`src/sv/assert_macros.svh`:
```
// Assertion helpers for the RTL; psfs_back includes them.
`ifndef ASSERT_MACROS_SVH
`define ASSERT_MACROS_SVH

// Antecedent implies consequent in the same cycle.
`define PSFS_ASSERT(label, clk, rstn, ante, cons) \
  label: assert property (@(posedge clk) disable iff (!(rstn)) (ante) |-> (cons)) \
    else $error("assertion failed");

// Antecedent implies consequent in the next cycle.
`define PSFS_ASSERT_NEXT(label, clk, rstn, ante, cons) \
  label: assert property (@(posedge clk) disable iff (!(rstn)) (ante) |=> (cons)) \
    else $error("assertion failed");

`endif

```
`src/sv/psfs_pkg.sv`:
```
// ----------------------------------------------------------------------------
// psfs_pkg
// Types and constants of the per-source IP flow statistics block.
// ----------------------------------------------------------------------------
`timescale 1ns / 1ps

package psfs_pkg;

  typedef enum logic [1:0] {
    FUNC_PKT    = 2'd0,
    FUNC_READ   = 2'd1,
    FUNC_TOTALS = 2'd2
  } func_e;

  typedef enum logic [1:0] {
    KIND_STATUS = 2'd0,
    KIND_ENTRY  = 2'd1,
    KIND_FLOW   = 2'd2,
    KIND_TOTALS = 2'd3
  } rkind_e;

  typedef enum logic [1:0] {
    STAT_OK      = 2'd0,
    STAT_FULL    = 2'd1,
    STAT_IGNORED = 2'd2,
    STAT_UNUSED  = 2'd3
  } stat_e;

  typedef enum logic [1:0] {
    DK_UNICAST   = 2'd0,
    DK_BROADCAST = 2'd1,
    DK_MULTICAST = 2'd2
  } dkind_e;

  typedef enum logic [3:0] {
    ST_IDLE,
    ST_SCAN_RD,
    ST_SCAN_CHK,
    ST_FLOW_RD,
    ST_FLOW_CHK,
    ST_SHOW_ENT,
    ST_SHOW_ENT_W,
    ST_SHOW_FL,
    ST_SHOW_FL_W,
    ST_EMIT
  } state_e;

  localparam logic [7:0]  PROTO_TCP   = 8'd6;
  localparam logic [7:0]  PROTO_UDP   = 8'd17;
  localparam logic [15:0] MIN_FRAME   = 16'd34;
  localparam logic [8:0]  ETH_HDR     = 9'd14;
  localparam logic [8:0]  L4_PORT_END = 9'd4;
  localparam logic [7:0]  MCAST_LO    = 8'd224;
  localparam logic [7:0]  MCAST_HI    = 8'd239;

  // Classified item passed from front to back.
  typedef struct packed {
    func_e       func;
    logic        ignored;
    logic [15:0] flen;
    logic [7:0]  proto;
    logic [31:0] src;
    logic [15:0] port;
    dkind_e      fkind;
    logic [7:0]  idx;
  } cmd_t;

  typedef struct packed {
    logic [7:0]  proto;
    logic [15:0] port;
    dkind_e      fkind;
    logic [63:0] pkts;
  } flow_t;

  typedef struct packed {
    rkind_e      kind;
    stat_e       status;
    logic [31:0] ip;
    logic [63:0] bytes;
    logic [63:0] pkts;
    logic [7:0]  proto;
    logic [15:0] port;
    dkind_e      fkind;
    logic [2:0]  nflows;
    logic [8:0]  used;
    logic        last;
  } res_t;

endpackage

```
`src/sv/psfs_front.sv`:
```
// ----------------------------------------------------------------------------
// psfs_front
// Input side: accept items, classify packets, buffer them in a 2-entry queue.
// ----------------------------------------------------------------------------
`timescale 1ns / 1ps

module psfs_front #(
  parameter int CAPTURE_BYTES = 64
) (
  input  logic               clk_i,
  input  logic               rst_ni,
  input  logic               in_valid_i,
  output logic               in_stall_o,
  input  logic [1:0]         func_i,
  input  logic [15:0]        frame_len_i,
  input  logic               is_outgoing_i,
  input  logic [7:0]         ver_ihl_i,
  input  logic [7:0]         protocol_i,
  input  logic [31:0]        src_ip_i,
  input  logic [31:0]        dst_ip_i,
  input  logic [15:0]        port_bytes_i,
  input  logic [7:0]         entry_index_i,
  output logic               q_valid_o,
  output psfs_pkg::cmd_t     q_item_o,
  input  logic               q_pop_i
);
  import psfs_pkg::*;

  localparam logic [8:0] CapLim = 9'(CAPTURE_BYTES);

  cmd_t       slot_q [2];
  logic       wr_ptr_q, rd_ptr_q;
  logic [1:0] cnt_q;
  cmd_t       cmd;
  logic       known;
  logic       push;
  logic [8:0] need;
  logic       port_ok;

  always_comb begin
    need    = ETH_HDR + {3'b000, ver_ihl_i[3:0], 2'b00} + L4_PORT_END;
    port_ok = (protocol_i == PROTO_TCP || protocol_i == PROTO_UDP) &&
              (frame_len_i >= 16'(need)) && (need <= CapLim);
    known   = 1'b1;
    cmd.func    = FUNC_PKT;
    cmd.ignored = is_outgoing_i || (frame_len_i < MIN_FRAME);
    cmd.flen    = frame_len_i;
    cmd.proto   = protocol_i;
    cmd.src     = src_ip_i;
    cmd.port    = port_ok ? port_bytes_i : 16'd0;
    cmd.idx     = entry_index_i;
    if (dst_ip_i[7:0] == 8'hFF) begin
      cmd.fkind = DK_BROADCAST;
    end else if (dst_ip_i[31:24] inside {[MCAST_LO:MCAST_HI]}) begin
      cmd.fkind = DK_MULTICAST;
    end else begin
      cmd.fkind = DK_UNICAST;
    end
    case (func_i)
      FUNC_PKT:    cmd.func = FUNC_PKT;
      FUNC_READ:   cmd.func = FUNC_READ;
      FUNC_TOTALS: cmd.func = FUNC_TOTALS;
      default:     known = 1'b0;
    endcase
  end

  assign in_stall_o = (cnt_q == 2'd2);
  // drop unknown functions at the door
  assign push       = in_valid_i && !in_stall_o && known;
  assign q_valid_o  = (cnt_q != 2'd0);
  assign q_item_o   = slot_q[rd_ptr_q];

  always_ff @(posedge clk_i or negedge rst_ni) begin
    if (!rst_ni) begin
      wr_ptr_q <= 1'b0;
      rd_ptr_q <= 1'b0;
      cnt_q    <= 2'd0;
    end else begin
      if (push) begin
        wr_ptr_q <= !wr_ptr_q;
      end
      if (q_pop_i) begin
        rd_ptr_q <= !rd_ptr_q;
      end
      cnt_q <= cnt_q + 2'(push) - 2'(q_pop_i);
    end
  end

  always_ff @(posedge clk_i) begin
    if (push) begin
      slot_q[wr_ptr_q] <= cmd;
    end
  end

endmodule

```
`config.mk`:
```
export PLATFORM = sky130hd
export DESIGN_NAME = psfs_front
export DESIGN_NICKNAME = d
export VERILOG_FILES = /design/src/sv/assert_macros.svh /design/src/sv/psfs_pkg.sv /design/src/sv/psfs_front.sv
export SDC_FILE = /design/constraint.sdc
export NUM_CORES = 1
export LEC_CHECK = 0
export ABC_CLOCK_PERIOD_IN_PS = 5400
export BUFFER_PORTS_ARGS = -buffer_cell sky130_fd_sc_hd__buf_2
export CAP_MARGIN = 0
export CORE_MARGIN = 2
export CORE_UTILIZATION = 51
export DETAILED_ROUTE_END_ITERATION = 7
export GPL_TIMING_DRIVEN = 0
export PLACE_DENSITY_LB_ADDON = 0.05
export SLEW_MARGIN = 0
export SYNTH_ARGS = -nofsm -noshare
export SYNTH_HDL_FRONTEND = slang
export SYNTH_SLANG_ARGS = --single-unit
```
`constraint.sdc`:
```
create_clock -name clk_i -period 5.4 [get_ports clk_i]
set_input_delay 0.81 -clock clk_i [delete_from_list [all_inputs] [get_ports clk_i]]
set_output_delay 0.81 -clock clk_i [all_outputs]
set_load 0.02 [all_outputs]
```
# Word-level counts from Yosys, hierarchy flattened
# Memories as Yosys holds them, arrays and structs flattened.
# Cells that the tools add are included.
# totals
reg_bits,4
ramBits,170
inputBits,127
elab_cells,39
n_memories,1
# mem_list
name,depth,width,read_ports,rd_clocked_by_memory_dff,wr,line_no,text
slot_q,2,85,1,0,1,psfs_front.sv:31,cmd_t slot_q [2];
# op_classes
add_sub_neg,4
order_cmp,5
n_eq_ne,6
mux,7
reduce_logical,13
# op_table
operator,n
16-bit by 8-bit greater-or-equal comparator with 1-bit output,1
"16-bit by 6-bit less-than comparator with 1-bit output, second input constant",1
16-bit 2-to-1 mux,1
"7-bit by 3-bit adder with 8-bit output, second input constant",1
"8-bit by 3-bit == test with 1-bit output, second input constant",1
"8-bit by 5-bit == test with 1-bit output, second input constant",1
"8-bit == test, second input constant",1
"8-bit greater-or-equal comparator, second input constant",1
"8-bit by 7-bit <= comparator with 1-bit output, second input constant",1
"8-bit <= comparator, second input constant",1
"4-bit by 6-bit adder with 7-bit output, first input constant",1
1-bit logical AND,5
"2-bit == test, second input constant",2
2-bit 2-to-1 mux,2
2-bit one-hot mux with 2 select lines,1
1-bit logical NOT,3
1-bit 2-to-1 mux,3
3-bit OR reduction,1
2-bit by 1-bit adder with 2-bit output,1
"2-bit by 1-bit == test with 1-bit output, second input constant",1
2-bit logical NOT,1
1-bit logical OR,2
2-bit nonzero test,1
2-bit by 1-bit subtractor with 2-bit output,1

# Logic depth before layout (Yosys ltp)
# Gate-level depths: netlist of run 1.
# logic_depth
word_depth,6
mapped_depth,7
mapped_depth_nobuf,7

# Worst setup path before layout of run 1
# No wires, ideal clock.
# synth_path
path_type,input port to flip-flop
startpoint,input func_i[0]
endpoint,memory slot_q[0][0] (netlist name) (enable)
setup_time_ps,529
arrival_time_ps,4574
path_slack_ps,296
path_stages,3
n_path_buf,0
path_cell_list,nand2_1 > nand3b_1 > nor2_1
# synth_via
elab_chain_len,6
word_cells_on_any_way,8
# synth_rtl
element,line_no,text
from (decl),psfs_front.sv:14,"input logic [1:0] func_i,"
"2-bit == test, or another cell as far along",psfs_front.sv:59,case (func_i)
3-bit OR reduction (no line) (*),--,
1-bit 2-to-1 mux (*),psfs_front.sv:59,
1-bit logical AND (*),psfs_front.sv:69,assign push = in_valid_i && !in_stall_o && known;
1-bit 2-to-1 mux (*),psfs_front.sv:90,if (push) begin
1-bit 2-to-1 mux (not written as such) (*),psfs_front.sv:91,slot_q[wr_ptr_q] <= cmd;
to (decl),psfs_front.sv:31,
# Mark *: on every way between the ends. The rest lies on a longest branch, timed or not.

==> summary by stage, run 1 <==
Status
The run finished with clean final reports.

Synthesis
The synthesized-area fraction occupied by and/or/nand/nor cells is about 2.6%. In the synthesized netlist, mux cells make up around 14% of the area. Of the synthesized area, sequential elements account for 75.23%.

Synthesis handed over a netlist of 354 instances. The cell area that synthesis handed to floorplanning was slightly below 7000 um2. The largest total area in the synthesized netlist belongs to sky130_fd_sc_hd__edfxtp_1. The complex-gate fraction of the synthesized area is 3.761%.

Yosys printed 0 warnings. The net count of the mapped netlist is 489. Yosys mapped the design onto 33 distinct sky130hd cell types.

The average cell area after synthesis is ~20 um2. Counting flops and latches in the post-synthesis netlist gives between 150 and 200. The synthesized netlist devotes around 1.4% of its cell area to adder and majority cells.

The main combinational cell family by area after synthesis is multiplexers. In this run the biggest area consumer among cell types represents 73.78% of the synthesized area. Yosys attributes the largest share of cell area to sky130_fd_sc_hd__edfxtp_1 (74%), sky130_fd_sc_hd__mux2_2 (14%), sky130_fd_sc_hd__a311oi_2 (2.2%).

The synthesized-area fraction occupied by xor and xnor cells is less than 1%.

Drt
Across all layers, the routed design uses about 3800 vias. The ratio of routed vias to standard cells is 5.063. The detail-routed net length per standard cell is 16.97 um.

The total wire length is 12830 um. The first-pass iteration count of the detailed router is 6. The remaining antenna violation count after routing is 0. The number of remaining DRC errors is 0.

The detailed router finished its first iteration with 196 violations.

Floorplan
The height of the die is 120.5 um. 214 I/O pins were placed. Once the floorplan was initialized, standard cells occupied 52.25% of the core. The die footprint is 14510 um2. After floorplanning, the core was divided into 42 placement rows. The die width is 120.5 um.

The total area inside the core boundary comes to approximately 13000 um2.

Worst setup path
Data arrives at the worst endpoint at 2.03 ns. The largest stage delay on the critical path is 0.35 ns. Among all stages on the critical path, the largest delay is contributed by sky130_fd_sc_hd__mux2_2.

The worst-path maximum fanout is 10. Together, buffers and inverters on the worst path number 4. The kind of end point of the critical path is an output port.

Counting stages on the worst path, the most repeated cell is sky130_fd_sc_hd__buf_2. In this design, the largest share of critical-path delay is due to buffers and inverters. The signal on the critical path passes through clkbuf_1 > buf_2 > buf_4 > mux2_2 > buf_2. The worst setup path is of the register to output port kind.

At the worst endpoint, the required time is 4.59 ns. The critical path startpoint category is a register.

GRT
After global routing the overflow that remains totals 0. Entering global routing, the biggest net connects 30 pins. The global-route wire length before repair is 19510 um. The number of antenna violations at the first check in global routing is 1. Across every metal layer, demand over resource in global routing totals a little under a fifth.

The number of global-route vias before repair is between 3000 and 4000.

Placement
The congestion estimate from routability-driven global placement came to 0.7336. The worst-case setup slack after placement is 2.644 ns. The number of I/O port buffers is ~190. Summed over all nets, the half-perimeter wirelength after detailed placement is 9052 um. The number of instances in the placed design is 725.

Finish
The post-layout net count is between 700 and 800. Of the cells placed in the final design, the portion with a size suffix greater than 1 is 57.76%. Cells fill 66.18% of the core in the end.

The synthesis-to-layout area growth is 26.65%. In the layout the commonest cells are sky130_fd_sc_hd__buf_2 (196), sky130_fd_sc_hd__edfxtp_1 (170), sky130_fd_sc_hd__mux2_2 (85). The library cell used most frequently in the layout, excluding fill and tap cells, is sky130_fd_sc_hd__buf_2. The number of standard cells in the final layout excluding fillers is 756. The count of antenna diodes in the layout is 0. The layout has between 900 and 1000 filler cells.

Timing
Setup repair after global routing left no endpoint under its margin. Setup violations remaining at the end of the flow were counted as 0. The number of pins exceeding their max-slew limit in the final report is 0. For the final routed database, the setup TNS stands at 0 ns.

The number of hold violations in the final report was 0. The maximum clock frequency is 352.3 MHz. For the pin with the worst max-slew slack, the measured transition is slightly below 0.6 ns. The final worst slack is 2.561 ns. The final critical-path share of the clock period is between 50% and 60%. Measured against its own limit, the worst slew margin works out to ~61%.

Counting I/O delays and the setup requirement, the final critical path takes 2.839 ns. The maximum clock skew at final layout is 0.004732 ns.

Clock tree
The clock root buffer is sky130_fd_sc_hd__clkbuf_16. The number of gates resized after CTS is 0. The clock passes through at most 2 buffers. Once the clock tree was built, the setup fixing pass inserted 0 buffers. After clock tree synthesis, the clock-pin slew on the worst setup and hold paths is 0.06 ns. The clock reaches the later pin of the worst-skew pair after roughly 0.42 ns. After clock tree synthesis, the flow added hold-fix buffers numbering 0.

The depth of the CTS H-tree is 4. TritonCTS built the clock tree. The number of clock buffers inserted by TritonCTS is 17. For this design, the sink count on the clock tree is around 170.

Power and ir drop
In this run switching power makes up about 31% of total power. Of the total power, combinational logic draws 33.6%. Per report_power, the clock group accounts for 24.6% of the total. The reported leakage power is 0.003329 uW.

The peak supply drop is 0.2395 mV. The total power is 4363 uW. Sequential cells account for 41.8% of the total power.

The switching power of the nets is 1366 uW. Power spread over the standard cell area amounts to 497.9 nW/um2. The internal power is 2997 uW.

Min path
The class of the most critical hold timing path is input pin to asynchronous set/reset pin.

Flow run
The reported max-cap violation count is 0.
==> metrics by stage <==
stage / instance area (um2) / hold slack [ns]
final: 8763 / 0.1834
after global routing: 8763 / 0.1698
after CTS: 8763 / 0.1730
after detailed placement: 8250 / 0.5174
after global placement: 8085 / 0.4812
after floorplan: 6919 / 0.4681
==> flip-flops by register name, indices dropped and copies added, names as in the netlist <==
signal	count
rd_ptr_q	1
wr_ptr_q	1
slot_q	170
cnt_q	2
==> power by group through the flow <==
stage / Combinational [uW] / Clock (uW) / Sequential, uW
after global placement: 1410 / 0 / 1900
after detailed placement: 1490 / 0 / 1850
after floorplan: 980 / 0 / 1870
after global routing: 1570 / 1170 / 1850
final: 1470 / 1070 / 1820
after CTS: 1500 / 1100 / 1830
==> worst register-to-register path: cells and delay by family (launching register included) <==
| kind | cells | cell delay, ns |
|---|---|---|
| flops | 1 | 0.40 |
| buf+inv | 2 | 0.44 |
| simple gates | 3 | 1.04 |
==> synth_stat cells, drive strengths merged <==
cell    instances
clkbuf          1
nand2           1
and4bb          2
nand4b          2
o211ai          1
mux2           85
nor4            2
nand4           2
o21ai           1
a41o            1
dfrtp           4
a21oi           2
and3b           1
xor2            1
ha              8
nand3           1
buf            14
nor3            1
and4b           1
edfxtp        170
or2             1
xnor2           3
inv            22
a21o            1
a311oi         16
or4             1
nand3b          1
nor2            5
nor2b           3
==> worst paths after layout <==
check                                          start                       to  cells after the start  slack [ns]
worst max-delay path            rd_ptr_q$_DFFE_PN0P_             q_item_o[67]                      5        2.56
worst min-delay path                          rst_ni       cnt_q[0]$_DFF_PN0_                      1        0.18
worst max register to register    cnt_q[1]$_DFF_PN0_  slot_q[1][76]$_DFFE_PP_                      5        3.22
worst min register to register    cnt_q[0]$_DFF_PN0_       cnt_q[0]$_DFF_PN0_                      1        0.53
max in group asynchronous                     rst_ni     wr_ptr_q$_DFFE_PN0P_                      1        5.10
min in group clk_i                cnt_q[0]$_DFF_PN0_       cnt_q[0]$_DFF_PN0_                      1        0.53
==> layout make-up <==
class,instances,area [um2],area share (%)
Sequential cell,174,5205,59.39
Timing Repair Buffer,195,1096,12.51
Tap cell,176,220.2,2.513
Clock buffer,20,436.7,4.983
Inverter,22,82.58,0.9423
Buffer,15,98.84,1.128
Clock inverter,11,76.32,0.8709
Multi-Input combinational cell,143,1548,17.66
==> metal layers <==
metal  wire length [um]  global-route usage [%]  share of wire, %
met2               6611                   31.00                52
met5                 11                       0             0.086
met1               4946                   20.38                39
met4                310                   8.503               2.4
met3                946                   6.604               7.4
==> logic make-up (layout without fill, tap and decap cells) <==
kind of cell / after synthesis / count (layout)
simple gates: 24 / 24
flops: 174 / 174
buf+inv: 37 / 263
fa+ha+maj: 8 / 8
mux: 85 / 85
compound gates: 22 / 22
xor+xnor: 4 / 4
(Power assumes the default switching activity.)
==> run 2, diff against run 1 <==
Settings changed: ABC_AREA set to 1, ABC_CLOCK_PERIOD_IN_PS 5400 to 2550, CORE_UTILIZATION 51 to 46.
Clock period 5.4 ns to 2.55 ns, I/O delays scaled along.
==> run 2 against run 1 <==
  * Synthesized area is 1.6% lower
  * Cell count increased by 4.4%
  * Sequential power rose by 110%
  * Global-route usage down 1.6 points
  * Die area up 8.8%
  * Combinational power increased by 110%
  * Synthesized cell count rose by 7.1%
  * Worst setup slack worse by 2.2 ns
  * Final area fell by 1.3%
  * Sequential share of layout area rose by 0.76 points
  * Critical path type is now register to register
  * Highest routed layer is now met4
==> summary by stage, run 2 <==
Status
The run finished with clean final reports.

Drt
The total wire length is 12750 um (-0.63%). The number of DRC markers after the initial detailed-route iteration was 182 (-7.1%). The detail-routed net length per standard cell was 16.15 um (-4.8%). The routed via count is 3757 (-1.9%).

The remaining antenna violation count after routing was 0 (unchanged). The first-pass iteration count of the detailed router is 4 (-2). The ratio of routed vias to standard cells came to 4.762 (-6.0%). The number of remaining DRC errors is 0 (unchanged).

Timing
The number of failing setup endpoints in the final timing report came to 0 (unchanged). Setup repair after global routing left no endpoint under its margin. The number of pins exceeding their max-slew limit in the final report is 0 (unchanged). The worst slack on hold paths is 0.1455 ns (-0.03784 ns). The final critical-path share of the clock period is 86.00%. The maximum clock skew at final layout is 0.009528 ns (+0.004796 ns). The final worst slack came to 0.3569 ns (-2.204 ns).

The summed negative setup slack over all endpoints is 0 ns (unchanged). The shortest period the worst path allows is ~2.2 ns. The slew at the pin with the worst max-slew slack is 0.9063 ns (+0.3264 ns). The tightest slew margin relative to the limit was 39.44% (-22 points).

The number of hold violations in the final report is 0 (unchanged). The maximum clock frequency is about 460 MHz.

Worst setup path
The critical path's top delay family is simple AND/OR/NAND/NOR gates. The data required time of the worst path was 2.66 ns (-1.93 ns). The endpoint of the worst-slack reg-to-reg timing path is slot_q[0][6]$_DFFE_PP_. The slowest stage of the critical path belongs to the cell sky130_fd_sc_hd__nor2_4. The largest stage delay on the critical path is 0.78 ns (+0.43 ns). The logic depth of the worst register-to-register path is 4 (-1).

The worst setup path is captured at a register. The signal on the critical path passes through nand2_1 > o211ai_1 > nor2_4 > buf_12. The register-to-register path setup slack is 0.36 ns (-2.86 ns).

The number of buffer and inverter stages on the critical path is 1 (-3). The worst setup path is launched from a register. The worst-path maximum fanout is 32 (+22).

The startpoint of the worst-slack reg-to-reg timing path is cnt_q[1]$_DFF_PN0_. The data arrival time of the worst path is 2.30 ns (+0.27 ns). The critical path class is register to register.

Min path
The worst hold path begins at src_ip_i[15]. In this run the worst hold path is classified as input pin to register. The number of stages on the worst hold path is 1. The worst hold path terminates at slot_q[1][41]$_DFFE_PP_.

Clock tree
TritonCTS built the clock tree. The clock-pin slew of the registers on the worst-case setup and hold paths is 0.07 ns (about the same). The worst-skew pair later-pin latency is 0.42 ns (about the same). The clock root buffer is sky130_fd_sc_hd__clkbuf_16.

The number of clock buffers inserted by TritonCTS was 17 (unchanged). The clock tree buffer depth is 2 (unchanged). The depth of the CTS H-tree is 4 (unchanged). The count of clock tree sinks is 174 (unchanged).

Flow run
The reported max-cap violation count was 0 (unchanged).

Finish
The number of flip-flops under the largest register name is 170 (unchanged). The count of antenna diodes in the layout is 0 (unchanged). The most frequent standard cell in the layout excluding fill and tap cells is sky130_fd_sc_hd__buf_2. The final instance area was 8652 um2 (-1.3%). The number of filler instances in the final layout came to 1164 (+20%). The post-layout net count came to 727 (+3.4%). Counting flops per register, the top entry is slot_q. The library cells used most frequently in the layout, excluding fill and tap cells, are sky130_fd_sc_hd__buf_2 (194), sky130_fd_sc_hd__edfxtp_1 (170), sky130_fd_sc_hd__mux2_2 (85). In the final layout, the registers with the most flip-flops are slot_q (170), cnt_q (2). The share of final-layout standard cells stronger than drive strength 1 was 55.70% (-2.1 points). The synthesis-to-layout area growth is 27.09%.

GRT
The maximum number of pins on one net before global-route repair is 33 (+10%). The number of antenna violations at the first check in global routing was 0 (-1). The global-route wire length before repair is 19820 um (+1.6%). The total congestion overflow after global routing was 0 (unchanged). The number of global-route vias before repair is 3925 (-1.3%). The overall global routing resource usage came to 16.64% (-1.6 points).

Placement
The final estimated routing congestion in global placement is 0.7186 (-2.0%). The half-perimeter wire length after placement is 8627 um (-4.7%). The instance area at placement came to 8079 um2 (-2.1%). The number of I/O port buffers was 189 (unchanged). The worst-case setup slack after placement is 0.2155 ns (-2.429 ns).

Power and ir drop
The total power is 9344 uW (+110%). The cell area power density is 1080 nW/um2 (+120%). The reported leakage power is 0.003438 uW (+3.3%).

The peak supply drop is 0.4448 mV (+86%).

Floorplan
The die footprint came to 15790 um2 (+8.8%). The number of cell rows is 44 (+4.8%). The height of the die came to 125.7 um (+4.3%). The core area is 14480 um2 (+9.3%).

The initial cell density of the core is 47.02% (-5.2 points). The die width came to 125.7 um (+4.3%). The count of boundary I/O pins is 214 (unchanged).

Synthesis
The predominant post-synthesis flop cell is sky130_fd_sc_hd__edfxtp_1. The cell area after technology mapping came to 6808 um2 (-1.6%). The count of synthesis-stage warnings from yosys is 0 (unchanged).

The share of Yosys cell area claimed by the top area cell type was 74.99% (+1.2 points). The count of flip-flops with a built-in enable after synthesis is 170 (unchanged). The number of storage elements in the synthesis netlist is 174 (unchanged).

The most common cell in the synthesized netlist is sky130_fd_sc_hd__edfxtp_1. The average cell area after synthesis is 17.96 um2 (-8.1%). The number of different library cells in the post-synthesis netlist is 25 (-24%).

sky130_fd_sc_hd__edfxtp_1 takes more of the synthesized area than any other cell. The net count of the mapped netlist came to 514 (+5.1%). The instance count of the mapped netlist is 379 (+7.1%). In the post-synthesis netlist, the biggest area contributors are sky130_fd_sc_hd__edfxtp_1 (75%), sky130_fd_sc_hd__mux2_2 (14%), sky130_fd_sc_hd__inv_1 (1.8%). The proportion of register bits with asynchronous set or reset after synthesis is 2.299% (unchanged). The post-synthesis sequential area ratio is 76.46% (+1.2 points). Sorting the synthesized cells by how often they occur yields sky130_fd_sc_hd__edfxtp_1 (170), sky130_fd_sc_hd__mux2_2 (85), sky130_fd_sc_hd__inv_1 (32).
-- run 2: layout make-up --
class | count | area, um2 | share of cell area, %
Buffer | 11 | 77.57 | 0.8966
Multi-Input combinational cell | 162 | 1420 | 16.41
Clock inverter | 15 | 137.6 | 1.591
Inverter | 32 | 120.1 | 1.388
Tap cell | 184 | 230.2 | 2.661
Clock buffer | 17 | 425.4 | 4.917
Timing Repair Buffer | 194 | 1036 | 11.97
Sequential cell | 174 | 5205 | 60.16
-- run 2: worst register-to-register path: stages (launching register included) --
cell,delay (ns)
sky130_fd_sc_hd__dfrtp_1,0.41
sky130_fd_sc_hd__nand2_1,0.10
sky130_fd_sc_hd__o211ai_1,0.26
sky130_fd_sc_hd__nor2_4,0.78
sky130_fd_sc_hd__buf_12,0.32
-- run 2: cell families (layout without fill, tap and decap cells) --
logic type / Yosys count / in the layout / share of synthesized area (%)
flip-flops: 174 / 174 / 76.46
multiplexers: 85 / 85 / 14.06
adder cells (fa/ha/maj): 8 / 8 / 1.470
AND/OR/NAND/NOR: 60 / 60 / 4.099
buffers and inverters: 43 / 269 / 2.904
XOR/XNOR: 4 / 4 / 0.5147
AO/OA/AOI/OAI: 5 / 5 / 0.4963
-- run 2: worst max-delay path by stage --
stage                     depth (start not counted)                 endpoint          startpoint  slack (ns)
after floorplan                                   3   slot_q[0][0]$_DFFE_PP_  cnt_q[1]$_DFF_PN0_       -0.77
after global placement                            4  slot_q[0][41]$_DFFE_PP_           func_i[1]       -2.20
after detailed placement                          5  slot_q[0][42]$_DFFE_PP_           func_i[1]        0.22
after CTS                                         4  slot_q[0][36]$_DFFE_PP_  cnt_q[1]$_DFF_PN0_        0.29
after global routing                              4  slot_q[1][37]$_DFFE_PP_  cnt_q[1]$_DFF_PN0_        0.20
final                                             4   slot_q[0][6]$_DFFE_PP_  cnt_q[1]$_DFF_PN0_        0.36
-- run 2: stage by stage --
stage	utilization, %	cells
final	59.76	789
after detailed placement	55.80	756
after global placement	55.18	752
after CTS	59.76	789
after global routing	59.76	789
after floorplan	-	379
-- run 2: layer usage --
layer / wire (um) / GRT usage, %
met5: 0 / 0
met4: 168 / 6.078
met2: 6233 / 27.82
met1: 5462 / 19.74
met3: 880 / 6.287
-- run 2: what timing repair did --
item | in CTS | in global routing
gates resized for setup | 0 | 0
endpoints found under the setup margin | 0 | 0
setup buffers | 0 | 0
hold buffers | 1 | 0
hold endpoints to repair | 4 | 0
-- run 2: power by group --
part	total [uW]	internal, uW	switching (uW)
registers	3830	3730	109
logic	3060	1240	1820
clock network	2450	1360	1090
